**src/rtl/core/vdch_pkg.sv**
```systemverilog
// ----------------------------------------------------------------------------
// vdch_pkg
// Shared types, register indexes and helpers for the drive command handler.
// ----------------------------------------------------------------------------
package vdch_pkg;

  // Wide enough for every signed intermediate of the pulse arithmetic.
  localparam int SumW = 15;
  localparam int PulseW = 12;
  localparam int CfgIdxW = 3;
  localparam int CfgDataW = 12;

  localparam logic [PulseW-1:0] PulseMax = PulseW'(4095);
  localparam logic signed [SumW-1:0] TrimStep = SumW'(10);

  typedef enum logic [CfgIdxW-1:0] {
    REG_NEUTRAL_PULSE    = 3'd0,
    REG_MAX_STEER_OFFSET = 3'd1,
    REG_PEAK_MARGIN      = 3'd2,
    REG_FORWARD_START    = 3'd3,
    REG_FORWARD_RANGE    = 3'd4,
    REG_BACKWARD_START   = 3'd5,
    REG_BACKWARD_RANGE   = 3'd6,
    REG_ACCEL_LIMIT      = 3'd7
  } cfg_reg_e;

  typedef struct packed {
    logic signed [15:0] steer_x;
    logic signed [15:0] throttle_y;
    logic               obstacle;
    logic               press_auto;
    logic               press_right_signal;
    logic               press_left_signal;
    logic               press_cruise;
    logic               press_trim_up;
    logic               press_trim_down;
  } cmd_t;

  typedef struct packed {
    logic [11:0] motor_pulse;
    logic [11:0] steer_pulse;
    logic        left_signal_on;
    logic        right_signal_on;
    logic        auto_mode;
    logic        cruise_on;
  } result_t;

  typedef struct packed {
    logic [11:0] neutral_pulse;
    logic [9:0]  max_steer_offset;
    logic [9:0]  peak_margin;
    logic [11:0] forward_start;
    logic [9:0]  forward_range;
    logic [11:0] backward_start;
    logic [9:0]  backward_range;
    logic [7:0]  accel_limit;
  } cfg_t;

  typedef struct packed {
    logic        auto_flag;
    logic        cruise_flag;
    logic        left_active;
    logic        right_active;
    logic        peak_seen;
    logic [11:0] last_request;
    logic [11:0] motor_value;
    logic [11:0] steer_value;
  } state_t;

  // Clamp a signed intermediate to the pulse range.
  function automatic logic [PulseW-1:0] sat_pulse(input logic signed [SumW-1:0] v);
    logic [PulseW-1:0] r;
    if (v < 0) begin
      r = '0;
    end else if (v > $signed({{(SumW-PulseW){1'b0}}, PulseMax})) begin
      r = PulseMax;
    end else begin
      r = v[PulseW-1:0];
    end
    return r;
  endfunction

endpackage

```
**src/rtl/core/vdch_cfg_regs.sv**
```systemverilog
// ----------------------------------------------------------------------------
// vdch_cfg_regs
// Configuration register bank written through a plain write port.
// ----------------------------------------------------------------------------
module vdch_cfg_regs (
  input  logic                           clk,
  input  logic                           rst_n,
  input  logic                           cfg_we,
  input  logic [vdch_pkg::CfgIdxW-1:0]   cfg_index,
  input  logic [vdch_pkg::CfgDataW-1:0]  cfg_wdata,
  output vdch_pkg::cfg_t                 cfg
);

  vdch_pkg::cfg_t cfg_r;

  always_ff @(posedge clk) begin
    if (!rst_n) begin
      cfg_r.neutral_pulse    <= 12'd1550;
      cfg_r.max_steer_offset <= 10'd270;
      cfg_r.peak_margin      <= 10'd75;
      cfg_r.forward_start    <= 12'd1618;
      cfg_r.forward_range    <= 10'd27;
      cfg_r.backward_start   <= 12'd1490;
      cfg_r.backward_range   <= 10'd100;
      cfg_r.accel_limit      <= 8'd1;
    end else if (cfg_we) begin
      unique case (vdch_pkg::cfg_reg_e'(cfg_index))
        vdch_pkg::REG_NEUTRAL_PULSE:    cfg_r.neutral_pulse    <= cfg_wdata;
        vdch_pkg::REG_MAX_STEER_OFFSET: cfg_r.max_steer_offset <= cfg_wdata[9:0];
        vdch_pkg::REG_PEAK_MARGIN:      cfg_r.peak_margin      <= cfg_wdata[9:0];
        vdch_pkg::REG_FORWARD_START:    cfg_r.forward_start    <= cfg_wdata;
        vdch_pkg::REG_FORWARD_RANGE:    cfg_r.forward_range    <= cfg_wdata[9:0];
        vdch_pkg::REG_BACKWARD_START:   cfg_r.backward_start   <= cfg_wdata;
        vdch_pkg::REG_BACKWARD_RANGE:   cfg_r.backward_range   <= cfg_wdata[9:0];
        vdch_pkg::REG_ACCEL_LIMIT:      cfg_r.accel_limit      <= cfg_wdata[7:0];
        default: ;
      endcase
    end
  end

  assign cfg = cfg_r;

endmodule

```
**src/rtl/core/vdch_step.sv**
```systemverilog
// ----------------------------------------------------------------------------
// vdch_step
// Next-state logic for one drive command: steering, motor, signals, trim.
// ----------------------------------------------------------------------------
module vdch_step (
  input  vdch_pkg::cmd_t   cmd,
  input  vdch_pkg::cfg_t   cfg,
  input  vdch_pkg::state_t st,
  output vdch_pkg::state_t st_nxt
);

  logic signed [26:0]               steer_prod;
  logic signed [11:0]               steer_off;
  logic signed [vdch_pkg::SumW-1:0] ctr_s;
  logic signed [vdch_pkg::SumW-1:0] steer_s;
  logic signed [vdch_pkg::SumW-1:0] thr_s;
  logic [11:0]                      steer_new;
  logic                             ty_neg;
  logic                             ty_pos;
  logic [15:0]                      ty_mag;
  logic [9:0]                       band_range;
  logic [25:0]                      thr_prod;
  logic signed [vdch_pkg::SumW-1:0] req_raw;
  logic signed [vdch_pkg::SumW-1:0] req_s;
  logic signed [vdch_pkg::SumW-1:0] last_s;
  logic signed [vdch_pkg::SumW-1:0] acc_s;
  logic signed [vdch_pkg::SumW-1:0] fs_s;
  logic signed [vdch_pkg::SumW-1:0] bs_s;
  logic signed [vdch_pkg::SumW-1:0] motor_s;
  logic                             cruise_now;
  logic                             left_now;
  logic                             right_now;

  // Steering map, floor of the Q1.15 product by taking the top bits.
  always_comb begin
    steer_prod = cmd.steer_x * $signed({1'b0, cfg.max_steer_offset});
    steer_off  = steer_prod[26:15];
    ctr_s      = {3'b000, cfg.neutral_pulse};
    steer_s    = ctr_s + {{3{steer_off[11]}}, steer_off};
    steer_new  = vdch_pkg::sat_pulse(steer_s);
    thr_s      = {5'b00000, cfg.peak_margin};
  end

  // Throttle magnitude through one shared multiplier.
  always_comb begin
    ty_neg     = cmd.throttle_y[15];
    ty_pos     = !ty_neg && (cmd.throttle_y != 16'sd0);
    ty_mag     = ty_neg ? (~cmd.throttle_y + 16'd1) : cmd.throttle_y;
    band_range = ty_neg ? cfg.backward_range : cfg.forward_range;
    thr_prod   = ty_mag * band_range;
    req_raw    = {4'b0000, thr_prod[25:15]};
    last_s     = {3'b000, st.last_request};
    acc_s      = {7'b0000000, cfg.accel_limit};
    fs_s       = {3'b000, cfg.forward_start};
    bs_s       = {3'b000, cfg.backward_start};
  end

  always_comb begin
    st_nxt     = st;
    cruise_now = st.cruise_flag;
    left_now   = st.left_active;
    right_now  = st.right_active;
    motor_s    = '0;
    req_s      = req_raw;

    st_nxt.auto_flag = st.auto_flag ^ cmd.press_auto;

    if (!st_nxt.auto_flag) begin
      st_nxt.steer_value = steer_new;

      // Reverse stick drops cruise hold first.
      if (ty_neg) begin
        cruise_now = 1'b0;
      end

      if (!cruise_now) begin
        if (ty_pos && !cmd.obstacle) begin
          if (req_s - last_s > acc_s) begin
            req_s = last_s + acc_s;
          end
          st_nxt.motor_value = vdch_pkg::sat_pulse(fs_s + req_s);
        end else if (ty_neg) begin
          if (last_s - req_s > acc_s) begin
            req_s = last_s - acc_s;
          end
          st_nxt.motor_value = vdch_pkg::sat_pulse(bs_s - req_s);
        end else begin
          req_s              = '0;
          st_nxt.motor_value = cfg.neutral_pulse;
        end
        st_nxt.last_request = vdch_pkg::sat_pulse(req_s);
      end

      // Right press first, then left.
      if (cmd.press_right_signal) begin
        right_now = !right_now;
        left_now  = 1'b0;
      end
      if (cmd.press_left_signal) begin
        left_now  = !left_now;
        right_now = 1'b0;
      end

      // Auto-cancel once the turn peaked and the wheel is back at center.
      if (left_now || right_now) begin
        if (st.peak_seen) begin
          if (steer_new == cfg.neutral_pulse) begin
            left_now         = 1'b0;
            right_now        = 1'b0;
            st_nxt.peak_seen = 1'b0;
          end
        end else if (left_now) begin
          if ($signed({3'b000, steer_new}) < ctr_s - thr_s) begin
            st_nxt.peak_seen = 1'b1;
          end
        end else begin
          if ($signed({3'b000, steer_new}) > ctr_s + thr_s) begin
            st_nxt.peak_seen = 1'b1;
          end
        end
      end

      st_nxt.left_active  = left_now;
      st_nxt.right_active = right_now;
      st_nxt.cruise_flag  = cruise_now ^ cmd.press_cruise;

      // Trim up wins over trim down.
      motor_s = {3'b000, st_nxt.motor_value};
      if (cmd.press_trim_up) begin
        st_nxt.motor_value = vdch_pkg::sat_pulse(motor_s + vdch_pkg::TrimStep);
      end else if (cmd.press_trim_down) begin
        st_nxt.motor_value = vdch_pkg::sat_pulse(motor_s - vdch_pkg::TrimStep);
      end
    end
  end

endmodule

```
**src/rtl/core/vehicle_drive_command_handler_top.sv**
```systemverilog
// ----------------------------------------------------------------------------
// vehicle_drive_command_handler_top
// Drive command handler: one controller request in, one pulse/status result out.
// ----------------------------------------------------------------------------
// Each accepted request is one controller command (Q1.15 steering and
// throttle sticks, obstacle flag, six button presses). It lands in an input
// register; the step logic then evaluates it against the held drive state
// (mode flags, turn signals, last throttle request, motor and steering
// pulses), and once the result slot is free or being drained the result
// register captures the updated pulses and flags while the state registers
// take the new state. The result then shows valid and can be taken at the
// next edge, and one request is taken every cycle as long as results are
// drained; the rate is set by the single state update per cycle, whose
// longest path is the throttle multiply followed by the slew-limit compare
// and pulse saturation. While a finished result waits at the output the input
// register takes one more request, then in_ready drops until the result
// drains. Configuration registers are written with cfg_we/cfg_index/cfg_wdata
// and should only change while no request is in flight.
// ----------------------------------------------------------------------------
module vehicle_drive_command_handler_top (
  input  logic                          clk,
  input  logic                          rst_n,

  input  logic                          in_valid,
  output logic                          in_ready,
  input  vdch_pkg::cmd_t                in_data,

  output logic                          out_valid,
  input  logic                          out_ready,
  output vdch_pkg::result_t             out_data,

  input  logic                          cfg_we,
  input  logic [vdch_pkg::CfgIdxW-1:0]  cfg_index,
  input  logic [vdch_pkg::CfgDataW-1:0] cfg_wdata
);

  vdch_pkg::cfg_t    cfg;
  logic              in_v_r;
  vdch_pkg::cmd_t    in_data_r;
  vdch_pkg::state_t  st_r;
  vdch_pkg::state_t  st_nxt;
  logic              out_v_r;
  vdch_pkg::result_t out_data_r;
  vdch_pkg::result_t res_nxt;
  logic              advance;

  vdch_cfg_regs u_cfg (
    .clk       (clk),
    .rst_n     (rst_n),
    .cfg_we    (cfg_we),
    .cfg_index (cfg_index),
    .cfg_wdata (cfg_wdata),
    .cfg       (cfg)
  );

  vdch_step u_step (
    .cmd    (in_data_r),
    .cfg    (cfg),
    .st     (st_r),
    .st_nxt (st_nxt)
  );

  // Advance the held request when the result slot is free or being drained.
  assign advance  = in_v_r && (!out_v_r || out_ready);
  assign in_ready = !in_v_r || advance;

  always_ff @(posedge clk) begin
    if (!rst_n) begin
      in_v_r <= 1'b0;
    end else if (in_ready) begin
      in_v_r <= in_valid;
    end
  end

  // Payload holds while the request waits.
  always_ff @(posedge clk) begin
    if (in_valid && in_ready) begin
      in_data_r <= in_data;
    end
  end

  // Drive state moves only when a request is evaluated.
  always_ff @(posedge clk) begin
    if (!rst_n) begin
      st_r <= '0;
    end else if (advance) begin
      st_r <= st_nxt;
    end
  end

  // Result reflects the state after the command.
  always_comb begin
    res_nxt.motor_pulse     = st_nxt.motor_value;
    res_nxt.steer_pulse     = st_nxt.steer_value;
    res_nxt.left_signal_on  = st_nxt.left_active;
    res_nxt.right_signal_on = st_nxt.right_active;
    res_nxt.auto_mode       = st_nxt.auto_flag;
    res_nxt.cruise_on       = st_nxt.cruise_flag;
  end

  always_ff @(posedge clk) begin
    if (!rst_n) begin
      out_v_r <= 1'b0;
    end else if (advance) begin
      out_v_r <= 1'b1;
    end else if (out_ready) begin
      out_v_r <= 1'b0;
    end
  end

  always_ff @(posedge clk) begin
    if (advance) begin
      out_data_r <= res_nxt;
    end
  end

  assign out_valid = out_v_r;
  assign out_data  = out_data_r;

endmodule
```
**config.mk**
```make
export PLATFORM = sky130hd
export DESIGN_NAME = vehicle_drive_command_handler_top
export DESIGN_NICKNAME = d
export VERILOG_FILES = /design/src/rtl/core/vdch_pkg.sv /design/src/rtl/core/vdch_cfg_regs.sv /design/src/rtl/core/vdch_step.sv /design/src/rtl/core/vehicle_drive_command_handler_top.sv
export SDC_FILE = /design/constraint.sdc
export NUM_CORES = 1
export LEC_CHECK = 0
export BUFFER_PORTS_ARGS = -buffer_cell sky130_fd_sc_hd__buf_2
export CAP_MARGIN = 20
export CORE_MARGIN = 1
export CORE_UTILIZATION = 60
export DETAILED_ROUTE_END_ITERATION = 6
export PLACE_DENSITY = 0.76
export SYNTH_ARGS = -nofsm -noshare
export SYNTH_HDL_FRONTEND = slang
export SYNTH_HIERARCHICAL = 1
export SYNTH_SLANG_ARGS = --single-unit
```
**constraint.sdc**
```tcl
create_clock -name clk -period 19.6 [get_ports clk]
set_input_delay 1.96 -clock clk [delete_from_list [all_inputs] [get_ports clk]]
set_output_delay 1.96 -clock clk [all_outputs]
set_load 0.005 [all_outputs]
```
==> impl_results.html <==
<table>
<tr><th>Metric</th><th>Value</th></tr>
<tr><th colspan="2">Logic synthesis</th></tr>
<tr><td>Share of the synthesized area in the top cell type</td><td>between 20% and 30%</td></tr>
<tr><td>Synthesized instance count</td><td>2921</td></tr>
<tr><td>Synth Flop Type</td><td>sky130_fd_sc_hd__dfxtp_1</td></tr>
<tr><td>Netlist cell types</td><td>109</td></tr>
<tr><td>Synth Net Count</td><td>~3.5k</td></tr>
<tr><td>Synthesis-stage register bit count</td><td>194</td></tr>
<tr><td>Warning count from the yosys run</td><td>6</td></tr>
<tr><td>Synth Area per Inst</td><td>approximately 8.8 µm²</td></tr>
<tr><td>Sequential fraction of the synthesis area</td><td>between 15 and 20%</td></tr>
<tr><td>Number of flops mapped to enable cells by yosys</td><td>between 60 and 70</td></tr>
<tr><td>Proportion of synthesized flip-flops having asynchronous set or reset</td><td>0%</td></tr>
<tr><td>Dominant cells by area after synthesis</td><td>sky130_fd_sc_hd__fa_1 20%, sky130_fd_sc_hd__ha_1 12%, sky130_fd_sc_hd__dfxtp_1 9.9%</td></tr>
<tr><td>Post-synthesis cell area</td><td>0.0258 mm²</td></tr>
<tr><td>Area leader, netlist</td><td>sky130_fd_sc_hd__fa_1</td></tr>
<tr><th colspan="2">Placed design</th></tr>
<tr><td>Cell count after placement</td><td>3442</td></tr>
<tr><td>Final weighted congestion in routability-driven placement</td><td>0.929</td></tr>
<tr><td>HPWL after detailed placement</td><td>53700 µm</td></tr>
<tr><td>Number of buffers inserted by port buffering</td><td>between 80 and 90</td></tr>
<tr><th colspan="2">Worst setup path</th></tr>
<tr><td>Cell depth of the worst flop-to-flop path</td><td>56</td></tr>
<tr><td>Data arrival, critical path</td><td>roughly 17000 ps</td></tr>
<tr><td>Critical path required time</td><td>about 20000 ps</td></tr>
<tr><td>Worst Setup Path Type</td><td>register to register</td></tr>
<tr><td>R2R Setup Slk</td><td>roughly 3100 ps</td></tr>
<tr><td>Largest fanout of any net on the critical path</td><td>26</td></tr>
<tr><td>Reg2reg start</td><td>in_data_r[7]</td></tr>
<tr><td>Slowest cell delay on critical path</td><td>750 ps</td></tr>
<tr><td>Most used cell, CP</td><td>sky130_fd_sc_hd__fa_1</td></tr>
<tr><td>Top Family by Delay on Critical Path</td><td>compound AO/OA/AOI/OAI gates</td></tr>
<tr><td>Worst reg2reg endpoint</td><td>st_r[14]</td></tr>
<tr><td>Setup crit end</td><td>st_r[14]</td></tr>
<tr><td>Start point of the critical path</td><td>in_data_r[7]</td></tr>
<tr><td>Element type at the critical path start</td><td>register</td></tr>
<tr><td>Cell with the largest stage delay on the worst path</td><td>sky130_fd_sc_hd__or3_1</td></tr>
<tr><td>Depth of the critical timing path with buffers and inverters included</td><td>56</td></tr>
<tr><td>WP buf/inv</td><td>6</td></tr>
<tr><td>Worst setup EP type</td><td>register</td></tr>
<tr><th colspan="2">Finish</th></tr>
<tr><td>Total number of nets in the final design</td><td>between 3k and 4k</td></tr>
<tr><td>Filler-free cell count of the finished design</td><td>around 3.5k</td></tr>
<tr><td>Fill cell count</td><td>around 3.6k</td></tr>
<tr><td>Most common library cell in the layout ignoring fill and taps</td><td>sky130_fd_sc_hd__nand2_1</td></tr>
<tr><td>Most frequent cells in the layout</td><td>366 x sky130_fd_sc_hd__nand2_1, 362 x sky130_fd_sc_hd__inv_1, 262 x sky130_fd_sc_hd__fa_1, 255 x sky130_fd_sc_hd__ha_1, 199 x sky130_fd_sc_hd__nor2_1</td></tr>
<tr><td>Synth-to-layout area growth</td><td>4.98%</td></tr>
<tr><td>Proportion of layout cells with a drive suffix above 1</td><td>~7.5%</td></tr>
<tr><td>Final core occ</td><td>between 60% and 70%</td></tr>
<tr><th colspan="2">Drt</th></tr>
<tr><td>Initial DRC Count</td><td>~1.7k</td></tr>
<tr><td>Drt pass-1 iters</td><td>6</td></tr>
<tr><td>Final wirelength</td><td>69900 µm</td></tr>
<tr><td>DR vias</td><td>between 20k and 25k</td></tr>
<tr><td>DRC</td><td>0</td></tr>
<tr><td>Remaining number of nets flagged by the antenna check after routing</td><td>0</td></tr>
<tr><td>Post-DR wirelength/cell</td><td>approximately 20 µm</td></tr>
<tr><td>Via-to-Cell Ratio</td><td>6.04</td></tr>
<tr><th colspan="2">Clock network</th></tr>
<tr><td>CTS tree</td><td>yes</td></tr>
<tr><td>Skew-Pair Late Insertion Delay</td><td>approximately 500 ps</td></tr>
<tr><td>Cell at the root of the clock tree</td><td>sky130_fd_sc_hd__clkbuf_16</td></tr>
<tr><td>Number of buffers added for setup after CTS</td><td>0</td></tr>
<tr><td>Sinks on the clock net</td><td>just under 200</td></tr>
<tr><td>Deepest clock path buffer count</td><td>2</td></tr>
<tr><td>Number of buffers inserted for hold repair after clock tree synthesis</td><td>0</td></tr>
<tr><td>TritonCTS buffer count</td><td>17</td></tr>
<tr><td>Max H-tree Level</td><td>4</td></tr>
<tr><td>Clock input transition at the sequential cells of the worst setup and hold paths</td><td>80 ps</td></tr>
<tr><td>PostCTS Resize Cnt</td><td>0</td></tr>
<tr><th colspan="2">Global routing</th></tr>
<tr><td>Number of global-route vias before repair</td><td>between 20k and 25k</td></tr>
<tr><td>GRT Overall Usage</td><td>around a third</td></tr>
<tr><td>Initial antenna violation count</td><td>1</td></tr>
<tr><td>Overflow after GRT</td><td>0</td></tr>
<tr><td>Wire length of the first global-routing pass</td><td>about 110000 µm</td></tr>
<tr><td>Largest net degree at the start of global routing</td><td>between 100 and 150</td></tr>
<tr><th colspan="2">Floorplan</th></tr>
<tr><td>Floorplan row count</td><td>between 70 and 80</td></tr>
<tr><td>Floorplan die area</td><td>roughly 0.044 mm²</td></tr>
<tr><td>Count of pins on the block boundary</td><td>89</td></tr>
<tr><td>Die height</td><td>roughly 210 µm</td></tr>
<tr><td>Effective utilization at floorplan</td><td>between 60 and 70%</td></tr>
<tr><td>Die width</td><td>~210 µm</td></tr>
<tr><td>Core Area</td><td>around 0.042 mm²</td></tr>
<tr><th colspan="2">Timing</th></tr>
<tr><td>Hold violation count in the final report</td><td>0</td></tr>
<tr><td>Final period util</td><td>between 80% and 90%</td></tr>
<tr><td>Worst slew margin relative to its limit</td><td>approximately 27%</td></tr>
<tr><td>Max-slew violation count</td><td>0</td></tr>
<tr><td>Final Skew</td><td>roughly 10 ps</td></tr>
<tr><td>Setup repair after global routing missed its margin</td><td>false</td></tr>
<tr><td>Worst Max-Slew Pin Slew</td><td>between 1000 and 1500 ps</td></tr>
<tr><td>Top achievable clock speed</td><td>60.7 MHz</td></tr>
<tr><td>Setup TNS</td><td>0 ps</td></tr>
<tr><td>Tmin final</td><td>roughly 16000 ps</td></tr>
<tr><td>Final Setup Violations</td><td>0</td></tr>
<tr><th colspan="2">Status</th></tr>
<tr><td>Status</td><td>complete, no violations</td></tr>
<tr><th colspan="2">Min path</th></tr>
<tr><td>Number of stages on the worst hold path</td><td>2</td></tr>
<tr><td>Worst min path class</td><td>register to register</td></tr>
<tr><th colspan="2">Job</th></tr>
<tr><td>MaxCap Viol Count</td><td>0</td></tr>
</table>
## final cells by class
type	count	area, µm²	share of cell area, %
Multi-Input combinational cell	2239	19300	71.1
Clock buffer	17	425	1.57
Timing Repair Buffer	108	597	2.20
Inverter	365	1370	5.06
Antenna cell	2	5.00	0.0185
Clock inverter	15	185	0.684
Tap cell	539	674	2.49
Sequential cell	194	4550	16.8
## sequential cells by signal, indices dropped and copies added (netlist names)
| signal | flops |
|---|---|
| in_data_r | 39 |
| in_v_r | 1 |
| out_data | 28 |
| out_valid | 1 |
| st_r | 41 |
| u_cfg/cfg | 84 |
## through the flow
stage	setup slack [ps]	hold WS, ps	area, µm²
finish	3130	456	27100
detailed placement	3410	448	26400
global placement	3920	440	26400
global route	1890	488	27100
floorplan	5800	432	25800
CTS	3370	462	27000
## worst min-delay path by stage
stage / from / to / slack [ps]
floorplan: st_r[10] / st_r[10] / 430
global placement: st_r[5] / st_r[5] / 440
detailed placement: st_r[7] / st_r[7] / 450
CTS: st_r[7] / st_r[7] / 460
global route: st_r[9] / st_r[9] / 490
finish: st_r[9] / st_r[9] / 460
## worst min-delay path, cell delays in order (launching register included)
cell and delay (ps):
sky130_fd_sc_hd__dfxtp_1 310, sky130_fd_sc_hd__nand2_1 50, sky130_fd_sc_hd__mux2i_1 50
## per-layer routing
metal / routed length, µm / GRT usage, % / up-vias / share of wire [%]
li1: - / - / 9755 / -
met2: 32700 / 53.1 / 792 / 47
met1: 30800 / 45.6 / 10348 / 44
met4: 1620 / 9.36 / 0 / 2.3
met5: 0 / 0 / - / 0
met3: 4770 / 4.43 / 107 / 6.8
## synthesized netlist by cell type (all sizes together) (15+ instances only)
master and count:
nand2 367, inv 365, fa 262, ha 255, nor2 200, mux2i 158
a21oi 140, dfxtp 127, and2 108, o21ai 98, xnor2 94, clkbuf 86
edfxtp 67, nor2b 64, nand3 41, xor2 39, buf 37, nor3 31
a21o 30, o21a 24, nand2b 22, a211oi 21, mux2 21, nand4 20
o22ai 18, a31oi 17, o21bai 17, or3 16, o211ai 15, o31ai 15
## cells by family after synthesis
group	count (synthesis)	share of synthesized area, %
compound gates	487	13.0
flops	194	17.7
fa+ha+maj	517	32.7
mux	179	7.05
buf+inv	488	7.72
simple gates	922	17.2
xor+xnor	134	4.63
Power is not shown: default switching activity piles up to over one toggle a cycle in this logic, so the estimate is an artifact.
